===== src/rtl/core/i2cbc_pkg.sv =====
// i2cbc_pkg: shared types and constants for the i2c bus-clear sequencer
// no dependencies; used by the top level and its checker

package i2cbc_pkg;

    // sequencer phases
    typedef enum logic [2:0] {
        PH_IDLE      = 3'd0,
        PH_SETTLE    = 3'd1,
        PH_STRETCH   = 3'd2,
        PH_CLK_LOW   = 3'd3,
        PH_CLK_WAIT  = 3'd4,
        PH_CLK_HIGH  = 3'd5,
        PH_STOP_LOW  = 3'd6,
        PH_STOP_HIGH = 3'd7
    } phase_t;

    // configuration register indexes
    typedef enum logic [1:0] {
        REG_HALF_PERIOD = 2'd0,
        REG_STRETCH_TO  = 2'd1,
        REG_PULSE_WAIT  = 2'd2,
        REG_MAX_PULSES  = 2'd3
    } cfg_reg_t;

    // line drive bits: bit 0 pulls sda low, bit 1 pulls scl low
    localparam logic [1:0] DRV_NONE = 2'b00;
    localparam logic [1:0] DRV_SDA  = 2'b01;
    localparam logic [1:0] DRV_SCL  = 2'b10;

    // widths
    localparam int HALF_W   = 10;
    localparam int TO_W     = 16;
    localparam int PULSE_W  = 5;
    localparam int CFG_W    = 16;
    localparam int CFG_IDX_W = 2;
    localparam int IN_W     = 8;
    localparam int OUT_W    = 16;

    // output field positions in m_tdata
    localparam int O_SDA_DRV = 0;
    localparam int O_SCL_DRV = 1;
    localparam int O_BUSY    = 2;
    localparam int O_DONE    = 3;
    localparam int O_OK      = 4;
    localparam int O_STUCK   = 5;
    localparam int O_PULSE_L = 6;

    // reset values and defaults
    localparam logic [HALF_W-1:0]  HALF_RST    = 10'd5;
    localparam logic [TO_W-1:0]    STRETCH_RST = 16'd10000;
    localparam logic [TO_W-1:0]    PWAIT_RST   = 16'd1000;
    localparam logic [PULSE_W-1:0] MAXP_RST    = 5'd16;
    localparam int TIMER_BITS_DEF = 16;

endpackage


===== src/rtl/core/i2c_bus_clear_sequencer_top.sv =====
// i2c_bus_clear_sequencer_top: bus-clear recovery sequencer, one result per tick
// depends on i2cbc_pkg; checked by i2cbc_checker (bound in its own file)
//
//  channel | signals                         | payload
//  --------+---------------------------------+--------------------------------------
//  in      | s_tvalid s_tready s_tdata[7:0]  | one time-base tick with line levels
//  out     | m_tvalid m_tready m_tdata[15:0] | drive bits, status, pulse count
//  cfg     | cfg_we cfg_index cfg_data[15:0] | register write, no read-back
//
// each accepted tick goes through the phase logic combinationally and its result
// sits in the output register in the following cycle; a new tick is taken every cycle
// while the output register is empty or being drained (s_tready = !m_tvalid | m_tready)
// one tick per cycle sustained while m_tready stays high
// rst_n clears the phase state, counters and the output valid, and loads the config registers with their defaults

`default_nettype none

module i2c_bus_clear_sequencer_top #(
    parameter int TIMER_BITS = i2cbc_pkg::TIMER_BITS_DEF
) (
    input  wire logic                                clk,
    input  wire logic                                rst_n,
    // in transfer
    input  wire logic                                s_tvalid,
    output logic                                     s_tready,
    // s_tdata: [0] start_req, [1] sda_level, [2] scl_level, [7:3] zero
    input  wire logic [i2cbc_pkg::IN_W-1:0]          s_tdata,
    // out transfer
    output logic                                     m_tvalid,
    input  wire logic                                m_tready,
    // m_tdata: [0] sda_drive_low, [1] scl_drive_low, [2] busy_res, [3] done_res,
    //          [4] bus_ok, [5] scl_stuck, [10:6] pulses_issued, [15:11] zero
    output logic [i2cbc_pkg::OUT_W-1:0]              m_tdata,
    // config write port
    input  wire logic                                cfg_we,
    input  wire logic [i2cbc_pkg::CFG_IDX_W-1:0]     cfg_index,
    input  wire logic [i2cbc_pkg::CFG_W-1:0]         cfg_data
);

    // compare width: wide enough for the timer and the 16-bit limits
    localparam int CW = (TIMER_BITS > i2cbc_pkg::TO_W) ? TIMER_BITS : i2cbc_pkg::TO_W;
    localparam logic [CW-1:0]         TMAX_CW = CW'((64'd1 << TIMER_BITS) - 64'd1);
    localparam logic [TIMER_BITS-1:0] TMAX    = '1;

    // config registers
    logic [i2cbc_pkg::HALF_W-1:0]  half_reg;
    logic [i2cbc_pkg::TO_W-1:0]    stretch_reg;
    logic [i2cbc_pkg::TO_W-1:0]    pwait_reg;
    logic [i2cbc_pkg::PULSE_W-1:0] maxp_reg;

    // sequencer state
    i2cbc_pkg::phase_t             phase_reg, phase_next;
    logic [TIMER_BITS-1:0]         tick_reg, tick_next;
    logic [i2cbc_pkg::PULSE_W-1:0] pulse_reg, pulse_next;
    logic                          stuck_reg, stuck_next;
    logic [1:0]                    drive_reg, drive_next;

    // output register
    logic                          out_valid_reg;
    logic [i2cbc_pkg::OUT_W-1:0]   out_data_reg, out_data_next;

    logic                          s_acc;
    logic                          start, sda, scl;
    logic [TIMER_BITS-1:0]         tick_inc;
    logic [CW-1:0]                 tick_cw, tick_inc_cw;
    logic [CW-1:0]                 half_lim, stretch_lim, pwait_lim;
    logic                          dec_req, fin_req, fin_ok, done_now;

    // clamp a limit to the largest timer count
    function automatic logic [CW-1:0] clamp_lim(input logic [i2cbc_pkg::TO_W-1:0] v);
        logic [CW-1:0] ve;
        ve = CW'(v);
        return (ve > TMAX_CW) ? TMAX_CW : ve;
    endfunction

    assign s_tready = !out_valid_reg || m_tready;
    assign s_acc    = s_tvalid && s_tready;
    assign m_tvalid = out_valid_reg;
    assign m_tdata  = out_data_reg;

    assign start = s_tdata[0];
    assign sda   = s_tdata[1];
    assign scl   = s_tdata[2];

    // saturating tick count and limits
    assign tick_inc    = (tick_reg < TMAX) ? TIMER_BITS'(tick_reg + 1'b1) : tick_reg;
    assign tick_cw     = CW'(tick_reg);
    assign tick_inc_cw = CW'(tick_inc);
    assign half_lim    = clamp_lim(i2cbc_pkg::TO_W'(half_reg));
    assign stretch_lim = clamp_lim(stretch_reg);
    assign pwait_lim   = clamp_lim(pwait_reg);

    // config register writes
    always_ff @(posedge clk or negedge rst_n)
    begin
        if (!rst_n)
        begin
            half_reg    <= i2cbc_pkg::HALF_RST;
            stretch_reg <= i2cbc_pkg::STRETCH_RST;
            pwait_reg   <= i2cbc_pkg::PWAIT_RST;
            maxp_reg    <= i2cbc_pkg::MAXP_RST;
        end
        else if (cfg_we)
        begin
            case (i2cbc_pkg::cfg_reg_t'(cfg_index))
                i2cbc_pkg::REG_HALF_PERIOD: half_reg    <= cfg_data[i2cbc_pkg::HALF_W-1:0];
                i2cbc_pkg::REG_STRETCH_TO:  stretch_reg <= cfg_data[i2cbc_pkg::TO_W-1:0];
                i2cbc_pkg::REG_PULSE_WAIT:  pwait_reg   <= cfg_data[i2cbc_pkg::TO_W-1:0];
                i2cbc_pkg::REG_MAX_PULSES:  maxp_reg    <= cfg_data[i2cbc_pkg::PULSE_W-1:0];
                default: ;
            endcase
        end
    end

    // phase logic for one tick
    always_comb
    begin
        phase_next = phase_reg;
        tick_next  = tick_reg;
        pulse_next = pulse_reg;
        stuck_next = stuck_reg;
        drive_next = drive_reg;
        dec_req    = 1'b0;
        fin_req    = 1'b0;
        fin_ok     = 1'b0;

        case (phase_reg)
            i2cbc_pkg::PH_IDLE:
            begin
                if (start)
                begin
                    phase_next = i2cbc_pkg::PH_SETTLE;
                    tick_next  = '0;
                    pulse_next = '0;
                    stuck_next = 1'b0;
                    drive_next = i2cbc_pkg::DRV_NONE;
                end
            end
            i2cbc_pkg::PH_SETTLE:
            begin
                tick_next = tick_inc;
                if (tick_inc_cw >= half_lim)
                begin
                    tick_next = '0;
                    if (sda && scl)
                    begin
                        fin_req = 1'b1;
                        fin_ok  = 1'b1;
                    end
                    else if (!scl)
                        phase_next = i2cbc_pkg::PH_STRETCH;
                    else
                        dec_req = 1'b1;
                end
            end
            i2cbc_pkg::PH_STRETCH:
            begin
                if (scl)
                    dec_req = 1'b1;
                else if (tick_cw >= stretch_lim)
                begin
                    stuck_next = 1'b1;
                    fin_req    = 1'b1;
                end
                else
                    tick_next = tick_inc;
            end
            i2cbc_pkg::PH_CLK_LOW:
            begin
                tick_next = tick_inc;
                if (tick_inc_cw >= half_lim)
                begin
                    drive_next = i2cbc_pkg::DRV_NONE;
                    tick_next  = '0;
                    phase_next = i2cbc_pkg::PH_CLK_WAIT;
                end
            end
            i2cbc_pkg::PH_CLK_WAIT:
            begin
                if (scl || (tick_cw >= pwait_lim))
                begin
                    tick_next  = '0;
                    phase_next = i2cbc_pkg::PH_CLK_HIGH;
                end
                else
                    tick_next = tick_inc;
            end
            i2cbc_pkg::PH_CLK_HIGH:
            begin
                tick_next = tick_inc;
                if (tick_inc_cw >= half_lim)
                begin
                    pulse_next = pulse_reg + 1'b1;
                    dec_req    = 1'b1;
                end
            end
            i2cbc_pkg::PH_STOP_LOW:
            begin
                tick_next = tick_inc;
                if (tick_inc_cw >= half_lim)
                begin
                    drive_next = i2cbc_pkg::DRV_NONE;
                    tick_next  = '0;
                    phase_next = i2cbc_pkg::PH_STOP_HIGH;
                end
            end
            i2cbc_pkg::PH_STOP_HIGH:
            begin
                tick_next = tick_inc;
                if (tick_inc_cw >= half_lim)
                begin
                    fin_req = 1'b1;
                    fin_ok  = sda && scl;
                end
            end
            default:
            begin
                phase_next = i2cbc_pkg::PH_IDLE;
                drive_next = i2cbc_pkg::DRV_NONE;
                tick_next  = '0;
            end
        endcase

        // next step after settle, stretch or a pulse: pulse again, stop, or finish
        if (dec_req)
        begin
            tick_next = '0;
            if (!sda && (pulse_next < maxp_reg))
            begin
                drive_next = i2cbc_pkg::DRV_SCL;
                phase_next = i2cbc_pkg::PH_CLK_LOW;
            end
            else if (sda && scl)
            begin
                drive_next = i2cbc_pkg::DRV_SDA;
                phase_next = i2cbc_pkg::PH_STOP_LOW;
            end
            else
            begin
                fin_req = 1'b1;
                fin_ok  = 1'b0;
            end
        end

        // finish: release lines and go idle
        if (fin_req)
        begin
            phase_next = i2cbc_pkg::PH_IDLE;
            drive_next = i2cbc_pkg::DRV_NONE;
            tick_next  = '0;
        end
    end

    assign done_now = fin_req;

    // result word from the state after this tick
    always_comb
    begin
        out_data_next = '0;
        out_data_next[i2cbc_pkg::O_SDA_DRV] = drive_next[0];
        out_data_next[i2cbc_pkg::O_SCL_DRV] = drive_next[1];
        out_data_next[i2cbc_pkg::O_BUSY]    = (phase_next != i2cbc_pkg::PH_IDLE);
        out_data_next[i2cbc_pkg::O_DONE]    = done_now;
        out_data_next[i2cbc_pkg::O_OK]      = done_now && fin_ok;
        out_data_next[i2cbc_pkg::O_STUCK]   = done_now && stuck_next;
        out_data_next[i2cbc_pkg::O_PULSE_L +: i2cbc_pkg::PULSE_W] = pulse_next;
    end

    // state registers advance on each accepted tick
    always_ff @(posedge clk or negedge rst_n)
    begin
        if (!rst_n)
        begin
            phase_reg <= i2cbc_pkg::PH_IDLE;
            tick_reg  <= '0;
            pulse_reg <= '0;
            stuck_reg <= 1'b0;
            drive_reg <= i2cbc_pkg::DRV_NONE;
        end
        else if (s_acc)
        begin
            phase_reg <= phase_next;
            tick_reg  <= tick_next;
            pulse_reg <= pulse_next;
            stuck_reg <= stuck_next;
            drive_reg <= drive_next;
        end
    end

    // output register valid
    always_ff @(posedge clk or negedge rst_n)
    begin
        if (!rst_n)
            out_valid_reg <= 1'b0;
        else if (s_acc)
            out_valid_reg <= 1'b1;
        else if (m_tready)
            out_valid_reg <= 1'b0;
    end

    // output register payload
    always_ff @(posedge clk)
    begin
        if (s_acc)
            out_data_reg <= out_data_next;
    end

endmodule

`default_nettype wire


===== config.mk =====
export PLATFORM = sky130hd
export DESIGN_NAME = i2c_bus_clear_sequencer_top
export DESIGN_NICKNAME = d
export VERILOG_FILES = /design/src/rtl/core/i2cbc_pkg.sv /design/src/rtl/core/i2c_bus_clear_sequencer_top.sv
export SDC_FILE = /design/constraint.sdc
export NUM_CORES = 1
export LEC_CHECK = 0
export BUFFER_PORTS_ARGS = -buffer_cell sky130_fd_sc_hd__buf_2
export CAP_MARGIN = 0
export CORE_ASPECT_RATIO = 0.8
export CORE_MARGIN = 5
export CORE_UTILIZATION = 35
export CTS_BUF_LIST = sky130_fd_sc_hd__clkbuf_16
export CTS_CLUSTER_DIAMETER = 40
export DETAILED_ROUTE_END_ITERATION = 12
export SLEW_MARGIN = 0
export SYNTH_ARGS = -nofsm -noshare
export SYNTH_HDL_FRONTEND = slang
export SYNTH_SLANG_ARGS = --single-unit

===== constraint.sdc =====
create_clock -name clk -period 7.2 [get_ports clk]
set_clock_uncertainty 0.2 [all_clocks]
set_input_delay 0.36 -clock clk [delete_from_list [all_inputs] [get_ports clk]]
set_output_delay 0.36 -clock clk [all_outputs]
set_load 0.05 [all_outputs]

Word level (Yosys, flattened, before mapping)

Cells that the tools add are included.

$add $sub $neg: 2
$lt $le $gt $ge: 7
Equal/unequal tests: 13
Muxes and demuxes: 57
Reductions and logical operators: 21

Operator list:

| cell                                           | count |
|---|---|
| 2-to-1 mux 16 bit                              | 10 |
| case mux 16 bit (5 select lines)               | 1 |
| 2-to-1 mux 3 bit                               | 11 |
| >= comparator 16 bit                           | 2 |
| > comparator 16 bit (second input constant)    | 2 |
| 2-to-1 mux 1 bit                               | 20 |
| adder 16 x 1 -> 16 bit (second input constant) | 1 |
| >= comparator 16 x 10 -> 1 bit                 | 1 |
| < comparator 16 bit (second input constant)    | 1 |
| case mux 3 bit (5 select lines)                | 1 |
| == test 3 bit (second input constant)          | 4 |
| 2-to-1 mux 2 bit                               | 6 |
| inequality test 4 bit (second input constant)  | 3 |
| 2-to-1 mux 5 bit                               | 2 |
| case mux 5 bit (2 select lines)                | 1 |
| AND reduction 2 bit                            | 4 |
| == test 3 x 2 -> 1 bit (second input constant) | 2 |
| case mux 1 bit (3 select lines)                | 2 |
| adder 5 x 1 -> 5 bit (second input constant)   | 1 |
| logical AND 1 bit                              | 5 |
| < comparator 5 bit                             | 1 |
| == test 2 bit (second input constant)          | 2 |
| case mux 1 bit (2 select lines)                | 2 |
| case mux 2 bit (2 select lines)                | 1 |
| other kinds (11)                               | 14 |

Flip-flop bits (word level): 86
Bits of input ports: 31
Output and inout port bits: 18

Logic depth before layout (Yosys ltp)

Depth after elaboration: 11
Depth in mapped cells: 24

Least setup slack after synthesis

Ideal clock, no wire load.

Path kind: register to register
Start point: register tick_reg[1], in the netlist tick_cw[1]
End point: register out_data_reg (netlist bit m_tdata[5]), data pin
Library setup time: 0.254 ns
Arrival: 4.663 ns
Data required time: 6.746 ns
Setup slack: 2.083 ns
Stages on the path, launching flop included: 24
Period minus slack after synthesis: 5.117 ns
Cell sequence: dfrtp_1 > ha_1 > nand3_1 > nor4_2 > and3_1 > clkbuf_1 > nor3_1 > xnor2_1 > ha_1 > a211oi_1 > nand3_1 > a31oi_1 > o22a_1 > nand2_2 > a21oi_1 > a2bb2oi_1 > ha_1 > a21oi_1 > nor2b_1 > o21ai_0 > o211a_1 > o41a_1 > o21ai_2 > and2b_1

Cells in the longest elaborated chain, start to end: 10

RTL lines:

| element                                                              | line                               | text |
|---|---|---|
| start, declared                                                      | i2c_bus_clear_sequencer_top.sv:53  | `logic [TIMER_BITS-1:0] tick_reg, tick_next;` |
| start signal, assigned                                               | i2c_bus_clear_sequencer_top.sv:283 | `tick_reg <= tick_next;` |
| adder 16 x 1 -> 16 bit / < comparator 16 bit (equally long branches) | i2c_bus_clear_sequencer_top.sv:86  | `assign tick_inc = (tick_reg < TMAX) ? TIMER_BITS'(tick_reg + 1'b1) : tick_reg;` |
| 2-to-1 mux 16 bit *                                                  | i2c_bus_clear_sequencer_top.sv:86  |  |
| >= comparator 16 x 10 -> 1 bit *                                     | i2c_bus_clear_sequencer_top.sv:191 | `if (tick_inc_cw >= half_lim)` |
| 2-to-1 mux 5 bit *                                                   | i2c_bus_clear_sequencer_top.sv:191 |  |
| case mux 5 bit (2 select lines) *                                    | i2c_bus_clear_sequencer_top.sv:127 | `case (phase_reg)` |
| via out_data_next, one bit                                           | i2c_bus_clear_sequencer_top.sv:60  | `logic [i2cbc_pkg::OUT_W-1:0] out_data_reg, out_data_next;` |
| < comparator 5 bit *                                                 | i2c_bus_clear_sequencer_top.sv:228 | `if (!sda && (pulse_next < maxp_reg))` |
| logical AND 1 bit *                                                  | i2c_bus_clear_sequencer_top.sv:228 |  |
| 2-to-1 mux 1 bit *                                                   | i2c_bus_clear_sequencer_top.sv:228 |  |
| 2-to-1 mux 1 bit *                                                   | i2c_bus_clear_sequencer_top.sv:225 | `if (dec_req)` |
| via done_now                                                         | i2c_bus_clear_sequencer_top.sv:67  | `logic dec_req, fin_req, fin_ok, done_now;` |
| logical AND 1 bit *                                                  | i2c_bus_clear_sequencer_top.sv:265 | `out_data_next[i2cbc_pkg::O_STUCK] = done_now && stuck_next;` |
| via out_data_next, one bit                                           | i2c_bus_clear_sequencer_top.sv:60  |  |
| end signal, assigned                                                 | i2c_bus_clear_sequencer_top.sv:305 | `out_data_reg <= out_data_next;` |
| end, declared                                                        | i2c_bus_clear_sequencer_top.sv:60  |  |

Mark *: on every way through the listed nets, which the timed path passes. The rest lies on a longest branch.
A chain may end at the register's enable or synchronous reset.

Worst setup path after layout

Start point: register tick_reg[1], in the netlist tick_cw[1]
End point: register phase_reg[1]

Cells in the longest elaborated chain, start to end: 10

RTL lines:

| element                                                              | line                               | text |
|---|---|---|
| adder 16 x 1 -> 16 bit / < comparator 16 bit (equally long branches) | i2c_bus_clear_sequencer_top.sv:86  |  |
| 2-to-1 mux 16 bit *                                                  | i2c_bus_clear_sequencer_top.sv:86  |  |
| >= comparator 16 x 10 -> 1 bit *                                     | i2c_bus_clear_sequencer_top.sv:191 |  |
| 2-to-1 mux 5 bit *                                                   | i2c_bus_clear_sequencer_top.sv:191 |  |
| case mux 5 bit (2 select lines) *                                    | i2c_bus_clear_sequencer_top.sv:127 |  |
| via out_data_next, one bit                                           | i2c_bus_clear_sequencer_top.sv:60  |  |
| < comparator 5 bit *                                                 | i2c_bus_clear_sequencer_top.sv:228 |  |
| logical AND 1 bit *                                                  | i2c_bus_clear_sequencer_top.sv:228 |  |
| 2-to-1 mux 3 bit / 2-to-1 mux 1 bit (equally long branches)          | i2c_bus_clear_sequencer_top.sv:228 |  |
| 2-to-1 mux 3 bit / 2-to-1 mux 1 bit (equally long branches)          | i2c_bus_clear_sequencer_top.sv:225 |  |
| 2-to-1 mux 3 bit *                                                   | i2c_bus_clear_sequencer_top.sv:246 | `if (fin_req)` |
| end signal, assigned                                                 | i2c_bus_clear_sequencer_top.sv:274 | `phase_reg <= i2cbc_pkg::PH_IDLE;` |
| end signal, assigned                                                 | i2c_bus_clear_sequencer_top.sv:282 | `phase_reg <= phase_next;` |
| end, declared                                                        | i2c_bus_clear_sequencer_top.sv:52  | `i2cbc_pkg::phase_t phase_reg, phase_next;` |

Marked as above.

==> impl_metrics.csv <==
group,metric,value,unit
routing,drc,0,
synthesis,synth_area,5470,sq um
worst_setup_path,endpoint_kind,"register",
synthesis,synth_warnings,0,
sta,fin_crit,6230,ps
worst_setup_path,arrival,6220,ps
layout,syn2layout_area_growth,12.4,%
routing,vias,4228,
global_route,grt_overflow,0,
placed_design,port_buffers,38,
sta,max_freq,0.161,GHz
routing,finalWirelength,13.0,mm
cts,cts_tree,"built",
synthesis,synth_edf_count,11,
global_route,antenna_found_initial,0,
global_route,grt_max_degree,76,
placed_design,place_area,5840,sq um
global_route,grt_pass1_wl,21.7,mm
cts,post_cts_resize_count,0,
routing,wire_per_inst,16.3,um
synthesis,ys_top_cells_by_count,"66 x inv_1, 61 x dfrtp_1, 48 x ha_1, 45 x mux2_2, 42 x nand2_1",
synthesis,yosys.area.top_type,"dfrtp_1",
layout,fin_area,6150,sq um
synthesis,yosys-top-cells-area,"dfrtp_1 28%, ha_1 11%, mux2_2 9.3%, dfstp_2 6.7%, edfxtp_1 6.0%",
floorplanning,initial_utilization,0.361,
outcome,violations,"hold timing",
routing,ant_nets,0,
worst_setup_path,crit_start,"tick_cw[1]",
sta,slew_viol_final,0,
floorplanning,fp.dieW,150,um
worst_setup_path,r2r_end,"phase_reg[1]",
hold_path,holdCritPathClass,"primary input to asynchronous set/reset pin",
layout,drive_gt1_frac,0.238,
placed_design,dpl.hpwl,9.73,mm
worst_setup_path,crit_type,"register to register",
layout,diodes,0,
sta,fin_hold_ws,-12.2,ps
outcome,status,"finished, violations left",
synthesis,netlist_instances,550,
cts,numClockSinks,86,
synthesis,avgSynthCellArea,9.95,sq um
worst_setup_path,r2r_slack,970,ps
sta,setup_ws,973,ps
cts,clkLatencyLatePin,340,ps
floorplanning,top_level_ports,49,
routing,via_per_inst,5.30,
cts,cts.htree.levels,3,
cts,cts_made_buffers,9,
placed_design,gp_congestion,0.889,
cts,post-cts-setup-buffers,0,
sta,hold_viol,18,
placed_design,post-place-ws,1070,ps
synthesis,ys_types,69,
sta,tns,0,ps
pwr,peakVddDrop,0.000132,V
layout,fill_cells,1491,
worst_setup_path,r2r-start,"tick_cw[1]",
pwr,p_leak,2.72,nW
sta,maxSlewHeadroom,0.234,
job,drv_cap,0,
sta,fin_crit_sh,0.865,
synthesis,synth_async_sr_flop_share,0.872,
global_route,grt_usage,0.148,
floorplanning,die_h,122,um
worst_setup_path,worstRegToRegCells,21,
routing,dr.pass1.iters,6,
synthesis,yosys.area.top_type_share,0.279,
synthesis,synth_flop_cell,"dfrtp_1",
floorplanning,rows,40,
floorplanning,core_area,15200,sq um
worst_setup_path,required,7200,ps
worst_setup_path,startpoint_type,"register",
cts,postCtsHoldBufs,0,
cts,path_clk_slew,60,ps
pwr,cellPowerDensity,355,nW/um^2
sta,setup_viol,0,
sta,rsz0062_at_grt,"false",
worst_setup_path,crit_fanout,7,
synthesis,yosysMostFrequentCell,"inv_1",
layout,final_nets,662,
routing,first_iter_violations,431,
synthesis,seq_area_frac_synth,0.406,
synthesis,synth-seq-cells,86,
floorplanning,die_area,18300,sq um
cts,cts.path.max_buffers,2,
sta,worst_pin_slew,1140,ps
global_route,grt_pass1_vias,4295,
cts,cts_root_buf,"clkbuf_16",
worst max-delay path by stage:
stage	endpoint	slack [ps]	cells past startpoint
2_1_floorplan	m_tdata[5]	2080	23
3_3_place_gp	phase_reg[1]	1120	21
3_5_place_dp	phase_reg[1]	1070	21
4_1_cts	phase_reg[1]	1020	21
5_1_grt	phase_reg[0]	520	23
6_report	phase_reg[1]	970	21
through the flow:
step	power [mW]	instances	hold slack (ps)	util
floorplan	1.46	554	-136	-
global placement	1.66	782	263	0.385
detailed placement	1.69	782	278	0.385
CTS	2.20	798	13.2	0.406
global route	2.36	798	28.6	0.406
finish	2.19	798	-12.2	0.406
cell families (layout without fill, tap and decap cells):
group | after synthesis | count (layout) | synth area share
buffers and inverters | 88 | 122 | 0.0677
adder cells (fa/ha/maj) | 48 | 48 | 0.110
XOR/XNOR | 8 | 8 | 0.0128
AO/OA/AOI/OAI | 125 | 125 | 0.168
AND/OR/NAND/NOR | 148 | 148 | 0.140
other | 1 | 5 | 0.000685
multiplexers | 46 | 46 | 0.0944
flip-flops | 86 | 86 | 0.406
per-layer routing:
metal / share of wire / wire, um / global-route usage / up-vias
met4: 0.0099 / 129 / 0.0326 / 0
met5: 0 / 0 / 0 / -
met3: 0.055 / 721 / 0.0298 / 14
met1: 0.51 / 6580 / 0.218 / 2038
met2: 0.43 / 5580 / 0.225 / 124
li1: - / - / - / 2052
cell usage in the layout (no fill, tap or decap), drive strengths merged, types with 14 or more instances in the layout:
| cell type | instances |
|---|---|
| ha | 48 |
| a21oi | 23 |
| nand2 | 44 |
| mux2 | 45 |
| nand3 | 20 |
| o21ai | 31 |
| nor2 | 22 |
| dfrtp | 61 |
| buf | 39 |
| dfstp | 14 |
| inv | 66 |
critical path, stage by stage, from the launching register on:
cell and delay (ps):
dfrtp_1 440, ha_1 280, nand3_1 150, nor4_2 510, and3_1 430, nor3_1 130
xnor2_1 270, ha_1 330, a211oi_1 250, nand3_1 100, a31oi_1 320, o22a_1 400
nand2_2 190, a21oi_1 190, a2bb2oi_1 290, ha_1 190, nand4_1 180, o211a_1 310
and4_1 210, a31oi_1 400, a21o_1 180, o221ai_1 120
report_power, final:
part | switching (mW) | internal, mW
Clock | 0.187 | 0.301
Sequential | 0.130 | 0.626
Combinational | 0.577 | 0.366
layout make-up:
cell class,instances,area [sq um],share of cell area
clock buffer,9,225,0.0366
clock inverter,7,88.8,0.0144
inverter,67,251,0.0409
multi-input combinational,380,2900,0.471
sequential,86,2220,0.362
tap,210,263,0.0427
timing repair buffer,39,200,0.0325
(Power assumes the default switching activity.)
